[src/hdl/duration_string_to_seconds_core_macros.svh]
// Assertion macros used by the duration parser top level.
`ifndef DURATION_STRING_TO_SECONDS_CORE_MACROS_SVH
`define DURATION_STRING_TO_SECONDS_CORE_MACROS_SVH

// Checks that a consequent holds in the same cycle as its antecedent.
`define DSTS_ASSERT_SAME(label, ante, cons, msg) \
  label: assert property (@(posedge clk_i) disable iff (!rst_ni) (ante) |-> (cons)) \
    else $error(msg);

// Checks that a consequent holds in the cycle after its antecedent.
`define DSTS_ASSERT_NEXT(label, ante, cons, msg) \
  label: assert property (@(posedge clk_i) disable iff (!rst_ni) (ante) |=> (cons)) \
    else $error(msg);

`endif

[src/hdl/dsts_pkg.sv]
// Types, constants and helper functions of the duration parser.
package dsts_pkg;

  localparam int unsigned CntW  = 31;
  localparam int unsigned ScaleW = 17;

  localparam logic [CntW-1:0] Max31 = 31'h7FFF_FFFF;

  // Parser phase within one duration string.
  typedef enum logic [2:0] {
    PH_START    = 3'd0,
    PH_EXPECT   = 3'd1,
    PH_NUMBER   = 3'd2,
    PH_AFTER_M  = 3'd3,
    PH_AFTER_MI = 3'd4,
    PH_AFTER_S  = 3'd5,
    PH_AFTER_SE = 3'd6
  } phase_e;

  // Unit ranks; a new unit must rank strictly below the previous one.
  localparam logic [2:0] RankSec  = 3'd0;
  localparam logic [2:0] RankMin  = 3'd1;
  localparam logic [2:0] RankHour = 3'd2;
  localparam logic [2:0] RankDay  = 3'd3;
  localparam logic [2:0] RankNone = 3'd4;

  // Characters the parser recognizes.
  localparam logic [7:0] ChZero = 8'h30;
  localparam logic [7:0] ChNine = 8'h39;
  localparam logic [7:0] ChD    = 8'h64;
  localparam logic [7:0] ChH    = 8'h68;
  localparam logic [7:0] ChM    = 8'h6D;
  localparam logic [7:0] ChS    = 8'h73;
  localparam logic [7:0] ChI    = 8'h69;
  localparam logic [7:0] ChN    = 8'h6E;
  localparam logic [7:0] ChE    = 8'h65;
  localparam logic [7:0] ChC    = 8'h63;

  // Parser state carried from one character to the next.
  typedef struct packed {
    phase_e          phase;
    logic [CntW-1:0] count;
    logic [CntW-1:0] total;
    logic [2:0]      rank;
    logic            err;
  } parse_state_t;

  localparam parse_state_t StateReset = '{
    phase: PH_START,
    count: '0,
    total: '0,
    rank:  RankNone,
    err:   1'b0
  };

  // Length of a unit in seconds.
  function automatic logic [ScaleW-1:0] unit_scale(input logic [2:0] rank);
    logic [ScaleW-1:0] s;
    case (rank)
      RankDay:  s = 17'd86400;
      RankHour: s = 17'd3600;
      RankMin:  s = 17'd60;
      default:  s = 17'd1;
    endcase
    return s;
  endfunction

endpackage

[src/hdl/dsts_step.sv]
// One-character state update of the duration parser.
module dsts_step (
  input  dsts_pkg::parse_state_t cur_i,
  input  logic [7:0]             char_i,
  input  logic                   none_i,
  output dsts_pkg::parse_state_t nxt_o
);
  import dsts_pkg::*;

  logic                 digit;
  logic [3:0]           dval;
  logic [CntW+3:0]      mul10;
  logic [CntW+3:0]      next_cnt;
  logic                 is_unit;
  logic [2:0]           urank;
  phase_e               uphase;
  logic [ScaleW-1:0]    scale;
  logic [CntW+ScaleW-1:0] prod;
  logic [CntW+ScaleW:0]   sum;

  // Digit decode and decimal accumulation (count * 10 + digit).
  assign digit    = (char_i >= ChZero) && (char_i <= ChNine);
  assign dval     = char_i[3:0];
  assign mul10    = {1'b0, cur_i.count, 3'b000} + {3'b000, cur_i.count, 1'b0}
                  + {{CntW{1'b0}}, dval};
  assign next_cnt = (cur_i.phase == PH_NUMBER) ? mul10 : {{CntW{1'b0}}, dval};

  // Unit decode.
  always_comb begin
    is_unit = 1'b1;
    urank   = RankSec;
    uphase  = PH_AFTER_S;
    case (char_i)
      ChD: begin
        urank  = RankDay;
        uphase = PH_EXPECT;
      end
      ChH: begin
        urank  = RankHour;
        uphase = PH_EXPECT;
      end
      ChM: begin
        urank  = RankMin;
        uphase = PH_AFTER_M;
      end
      ChS: begin
        urank  = RankSec;
        uphase = PH_AFTER_S;
      end
      default: is_unit = 1'b0;
    endcase
  end

  // Scaled count added to the running total.
  assign scale = unit_scale(urank);
  assign prod  = {{ScaleW{1'b0}}, cur_i.count} * {{CntW{1'b0}}, scale};
  assign sum   = {1'b0, prod} + {{(ScaleW+1){1'b0}}, cur_i.total};

  // Next parser state.
  always_comb begin
    nxt_o = cur_i;
    if (!none_i && !cur_i.err) begin
      if (digit && (cur_i.phase != PH_AFTER_MI) && (cur_i.phase != PH_AFTER_SE)) begin
        if (next_cnt[CntW+3:CntW] != 4'd0) begin
          nxt_o.err = 1'b1;
        end else begin
          nxt_o.count = next_cnt[CntW-1:0];
          nxt_o.phase = PH_NUMBER;
        end
      end else if (cur_i.phase == PH_NUMBER) begin
        if (is_unit) begin
          nxt_o.phase = uphase;
          if (urank >= cur_i.rank) begin
            nxt_o.err = 1'b1;
          end else begin
            nxt_o.rank = urank;
            if (sum[CntW+ScaleW:CntW] != '0) begin
              nxt_o.err = 1'b1;
            end else begin
              nxt_o.total = sum[CntW-1:0];
            end
          end
        end else begin
          nxt_o.err = 1'b1;
        end
      end else if ((cur_i.phase == PH_AFTER_M) && (char_i == ChI)) begin
        nxt_o.phase = PH_AFTER_MI;
      end else if ((cur_i.phase == PH_AFTER_MI) && (char_i == ChN)) begin
        nxt_o.phase = PH_EXPECT;
      end else if ((cur_i.phase == PH_AFTER_S) && (char_i == ChE)) begin
        nxt_o.phase = PH_AFTER_SE;
      end else if ((cur_i.phase == PH_AFTER_SE) && (char_i == ChC)) begin
        nxt_o.phase = PH_EXPECT;
      end else begin
        nxt_o.err = 1'b1;
      end
    end
  end

endmodule

[src/hdl/duration_string_to_seconds_core.sv]
// Top level of the duration parser: input register, step logic and result register.
// The last character passes through the input register and the step logic into the result
// register, where the result is offered until m_axis_tready takes it.
// Throughput: one character per cycle through the combinational step logic (a constant-scale
// multiply, add and range check); a last character waits only while a result is stalled.
// Reset (rst_ni low, asynchronous) empties both registers and starts a new string.
module duration_string_to_seconds_core (
  input  logic        clk_i,
  input  logic        rst_ni,
  input  logic        s_axis_tvalid,
  output logic        s_axis_tready,
  input  logic [7:0]  s_axis_tdata,   // [7:0] char_byte
  input  logic        s_axis_tlast,   // last_char
  input  logic        s_axis_tuser,   // no_char
  output logic        m_axis_tvalid,
  input  logic        m_axis_tready,
  output logic [31:0] m_axis_tdata,   // [30:0] total_seconds, [31] zero
  output logic        m_axis_tuser    // parse_ok
);
  import dsts_pkg::*;
  `include "duration_string_to_seconds_core_macros.svh"

  logic            in_valid_q;
  logic [7:0]      in_char_q;
  logic            in_last_q;
  logic            in_none_q;
  logic            in_fire;
  logic            step_fire;
  logic            last_step;
  parse_state_t    state_q;
  parse_state_t    state_d;
  parse_state_t    stepped;
  logic            out_valid_q;
  logic            out_valid_d;
  logic            out_ok_q;
  logic [CntW-1:0] out_total_q;
  logic            ok;

  // Input register holds one character; the step runs on it when the result
  // side can take whatever it produces.
  assign step_fire     = in_valid_q && (!in_last_q || !out_valid_q || m_axis_tready);
  assign s_axis_tready = !in_valid_q || step_fire;
  assign in_fire       = s_axis_tvalid && s_axis_tready;
  assign last_step     = step_fire && in_last_q;

  always_ff @(posedge clk_i or negedge rst_ni) begin
    if (!rst_ni) begin
      in_valid_q <= 1'b0;
    end else if (s_axis_tready) begin
      in_valid_q <= s_axis_tvalid;
    end
  end

  always_ff @(posedge clk_i) begin
    if (in_fire) begin
      in_char_q <= s_axis_tdata;
      in_last_q <= s_axis_tlast;
      in_none_q <= s_axis_tuser;
    end
  end

  // Character step logic.
  dsts_step u_step (
    .cur_i  (state_q),
    .char_i (in_char_q),
    .none_i (in_none_q),
    .nxt_o  (stepped)
  );

  assign ok = !stepped.err && ((stepped.phase == PH_EXPECT) ||
              (stepped.phase == PH_AFTER_M) || (stepped.phase == PH_AFTER_S));

  // Parser state: advance per character, clear after the last one.
  always_comb begin
    state_d = state_q;
    if (step_fire) begin
      state_d = in_last_q ? StateReset : stepped;
    end
  end

  always_ff @(posedge clk_i or negedge rst_ni) begin
    if (!rst_ni) begin
      state_q <= StateReset;
    end else begin
      state_q <= state_d;
    end
  end

  // Result register.
  always_comb begin
    out_valid_d = out_valid_q;
    if (step_fire && in_last_q) begin
      out_valid_d = 1'b1;
    end else if (m_axis_tready) begin
      out_valid_d = 1'b0;
    end
  end

  always_ff @(posedge clk_i or negedge rst_ni) begin
    if (!rst_ni) begin
      out_valid_q <= 1'b0;
    end else begin
      out_valid_q <= out_valid_d;
    end
  end

  always_ff @(posedge clk_i) begin
    if (step_fire && in_last_q) begin
      out_ok_q    <= ok;
      out_total_q <= ok ? stepped.total : '0;
    end
  end

  assign m_axis_tvalid = out_valid_q;
  assign m_axis_tuser  = out_ok_q;
  assign m_axis_tdata  = {1'b0, out_total_q};

  // A failed parse never reports a nonzero total.
  `DSTS_ASSERT_SAME(a_fail_zero, out_valid_q && !out_ok_q, out_total_q == '0, "failed total")
  // The parser is back at its start state after a last character.
  `DSTS_ASSERT_NEXT(a_clear_after_last, last_step, state_q == StateReset, "state not cleared")
  // An error stays until the string ends.
  `DSTS_ASSERT_NEXT(a_err_sticky, state_q.err && !last_step, state_q.err, "error flag dropped")
  // Unit ranks never rise within a string.
  `DSTS_ASSERT_NEXT(a_rank_down, !last_step, state_q.rank <= $past(state_q.rank), "unit rank rose")
  // A waiting result is never overwritten by a new one.
  `DSTS_ASSERT_SAME(a_no_overwrite, out_valid_q && !m_axis_tready, !last_step, "result overwritten")

endmodule

[config.mk]
export PLATFORM = sky130hd
export DESIGN_NAME = duration_string_to_seconds_core
export DESIGN_NICKNAME = d
export VERILOG_FILES = /design/src/hdl/dsts_pkg.sv /design/src/hdl/dsts_step.sv /design/src/hdl/duration_string_to_seconds_core.sv
export VERILOG_INCLUDE_DIRS = /design/src /design/src/hdl
export SDC_FILE = /design/constraint.sdc
export NUM_CORES = 1
export LEC_CHECK = 0
export BUFFER_PORTS_ARGS = -buffer_cell sky130_fd_sc_hd__buf_4
export CAP_MARGIN = 10
export CORE_MARGIN = 8
export CORE_UTILIZATION = 61
export CTS_CLUSTER_DIAMETER = 30
export DETAILED_ROUTE_END_ITERATION = 8
export PLACE_DENSITY = 0.78
export SLEW_MARGIN = 20
export SYNTH_ARGS = -nofsm -noshare
export SYNTH_HDL_FRONTEND = slang
export SYNTH_HIERARCHICAL = 1
export SYNTH_SLANG_ARGS = --single-unit
[constraint.sdc]
create_clock -name clk_i -period 12.2 [get_ports clk_i]
set_input_delay 0.61 -clock clk_i [delete_from_list [all_inputs] [get_ports clk_i]]
set_output_delay 0.61 -clock clk_i [all_outputs]
set_load 0.01 [all_outputs]
==> flow_metrics.env <==
export IMPL_drt_first_pass_iters=5
export IMPL_gp_congestion=0.929
export IMPL_power_density_nw_per_um2=40.8
export IMPL_htree_num_levels=4
export IMPL_drc=0
export IMPL_antenna_cells=0
export IMPL_nets=3330
export IMPL_ys_seq_elements=113
export IMPL_worst_slew_pin_slew_ps=1020
export IMPL_die_height_um=218
export IMPL_cts_buffers=17
export IMPL_finalClockSkew_ps=10.6
export IMPL_slew_headroom_pct=31.9
export IMPL_hp_class="in -> reg"
export IMPL_worst_ep_arrival_time_ps=10500
export IMPL_grt_overflow=0
export IMPL_num_rows=74
export IMPL_status="completed"
export IMPL_num_vias=19700
export IMPL_clkSinkCount=113
export IMPL_grt_pass1_vias=20600
export IMPL_final_common_cell="inv_1"
export IMPL_path_max_fanout=44
export IMPL_clk_pin_slew_ps=60
export IMPL_final_antenna_net_count=0
export IMPL_slowest_delay_ps=850
export IMPL_reg2reg_to="out_total_q[0]"
export IMPL_grt_max_degree=76
export IMPL_synth_top_area_share_pct=26.2
export IMPL_synth_cell_types=91
export IMPL_drtIter0Drc=1800
export IMPL_p_leak_nw=13.3
export IMPL_groute_usage_overall_pct=28.3
export IMPL_synth_edf_count=42
export IMPL_grt_antenna_before_repair=0
export IMPL_crit_slowest_cell="ha_2"
export IMPL_coreArea_um2=40600
export IMPL_io_buffer_count=47
export IMPL_setup_viol=0
export IMPL_layout_common_cells="inv_1 (551), fa_1 (327), ha_1 (289)"
export IMPL_cp_required_ps=12390
export IMPL_synth_main_ff_cell="dfrtp_1"
export IMPL_placed_area_um2=25500
export IMPL_final_period_utilization_pct=84.5
export IMPL_design_area_um2=26100
export IMPL_worst_r2r_path_depth=25
export IMPL_drive_above_1_share_pct=6.68
export IMPL_fmaxAchievable_mhz=97.0
export IMPL_wl_per_cell_um=20.6
export IMPL_layout_setup_ws_ps=1890
export IMPL_cap_violations=0
export IMPL_grt_pass1_wl_um=108000
export IMPL_post_place_cells=3208
export IMPL_synth_top_area_cell="fa_1"
export IMPL_dp_hpwl_um=52100
export IMPL_hold_viol_final=0
export IMPL_rsz0062_at_grt="no"
export IMPL_drt_wl_total_um=66900
export IMPL_synth_cells=2759
export IMPL_routed_via_density=6.06
export IMPL_async_flop_share_pct=62.8
export IMPL_vdd_ir_drop_max_v=0.0000909
export IMPL_die_x_um=218
export IMPL_crit_top_cell="fa_1"
export IMPL_synth_area_leaders="fa_1 (26%), ha_1 (15%), inv_1 (8.3%)"
export IMPL_end_kind="flip-flop"
export IMPL_initial_core_util_pct=61.5
export IMPL_hold_depth=1
export IMPL_netlist_area_um2=25000
export IMPL_die_area_um2=47700
export IMPL_maxSlewViolCount=0
export IMPL_crit_type="reg -> reg"
export IMPL_fin_setup_tns_ps=0
export IMPL_pre_cts_ws_ps=1930
export IMPL_hold_slack_ps=352
export IMPL_post_cts_resized=0
export IMPL_io_pins=49
export IMPL_area_growth_syn_to_layout_pct=4.28
export IMPL_r2r_start="in_char_q[7]"
export IMPL_hold_start="s_axis_tuser"
export IMPL_holdPathEnd="in_none_q"
export IMPL_cts_tree="built"
export IMPL_stdcell_count=3241
export IMPL_clock_latency_ps=440
export IMPL_post_cts_buffers=0
export IMPL_synth_nets=3393
export IMPL_reg2reg_setup_slack_ps=1890
export IMPL_yosys_warnings=6
export IMPL_cts_max_path_buffers=2
export IMPL_total_power_mw=1.06
export IMPL_yosysSeqAreaShare_pct=12.2
export IMPL_finalCriticalPeriod_ps=10310
export IMPL_syn_avg_cell_area_um2=9.06
export IMPL_start_kind="flip-flop"
export IMPL_clock_root_buffer="clkbuf_16"
export IMPL_post_route_util_pct=64.2
==> flip-flops by register name, indices dropped and copies added (netlist names) <==
name and cells:
in_char_q 8, in_valid_q 1, state_q 69, m_axis_tuser 1, m_axis_tvalid 1, in_last_q 1
out_total_q 31, in_none_q 1
==> synth_stat cells (7+ instances only) <==
cell / number
a211oi_1: 12
a21o_1: 31
a21oi_1: 94
a22o_1: 27
a31o_2: 13
a31oi_1: 11
and2_1: 160
and3_1: 34
and4b_1: 32
buf_2: 33
buf_4: 19
buf_6: 7
clkbuf_1: 83
dfrtp_1: 70
edfxtp_1: 42
fa_1: 327
ha_1: 293
inv_1: 551
mux2_4: 28
nand2_1: 125
nand2b_1: 86
nand3_1: 83
nand3b_1: 71
nand4_1: 24
nand4b_1: 70
nor2_1: 76
nor2b_1: 9
nor3_1: 16
o21a_1: 20
o21ai_0: 51
o21ai_1: 7
o21bai_1: 11
xnor2_1: 58
xor2_1: 51
==> metal layers <==
metal | track usage (%) | wire (um)
met1 | 35.2 | 26900
met2 | 47.7 | 32900
met3 | 4.04 | 3680
met4 | 14.6 | 3420
met5 | 0 | 0
==> timing repair <==
item	CTS	global route
hold endpoints to repair	8	0
endpoints found under the setup margin	0	0
hold buffers	1	0
==> power by group <==
group          total (mW)  internal [mW]  switching, mW
sequential          0.416          0.403         0.0130
combinational       0.106         0.0387         0.0678
clock               0.542          0.323          0.218
==> worst max-delay path: cells and delay by family (launching register included) <==
kind,cells,cell delay (ps)
adders and majority gates,8,4240
and+or+nand+nor,11,3810
buffers and inverters,3,660
muxes,1,420
DFF,1,370
AOI/OAI and AO/OA,1,290
xor gates and xnor gates,1,230
==> cell type report <==
class / instances / area [um2]
well taps: 532 / 666
clock inverters: 15 / 181
multi-input cells: 1949 / 19200
repair buffers: 64 / 483
clock buffers: 17 / 425
fillers: 3283 / 14600
flip-flops and latches: 113 / 3040
inverters: 551 / 2070
==> kinds of logic (layout without fill, tap and decap cells) <==
logic type               count (synthesis)  in the layout  share of synthesized area [%]
other                                    1              1                         0.0150
flip-flops                             113            113                           12.2
buffers and inverters                  697            647                           11.1
XOR/XNOR                               109            109                           3.82
adder cells (fa/ha/maj)                620            620                           40.8
AND/OR/NAND/NOR                        831            831                           20.1
AO/OA/AOI/OAI                          352            352                           9.89
multiplexers                            36             36                           2.02
==> worst max path at each step <==
stage               depth (start not counted)  slack [ps]    startpoint               to
floorplan                                  30        3470  in_char_q[7]  out_total_q[10]
global placement                           29        2040  in_char_q[7]  out_total_q[26]
detailed placement                         28        1930  in_char_q[7]   out_total_q[0]
CTS                                        28        1880  in_char_q[7]   out_total_q[0]
global route                               25        1470  in_char_q[7]   out_total_q[0]
finish                                     25        1890  in_char_q[7]   out_total_q[0]
(Power assumes the default switching activity.)
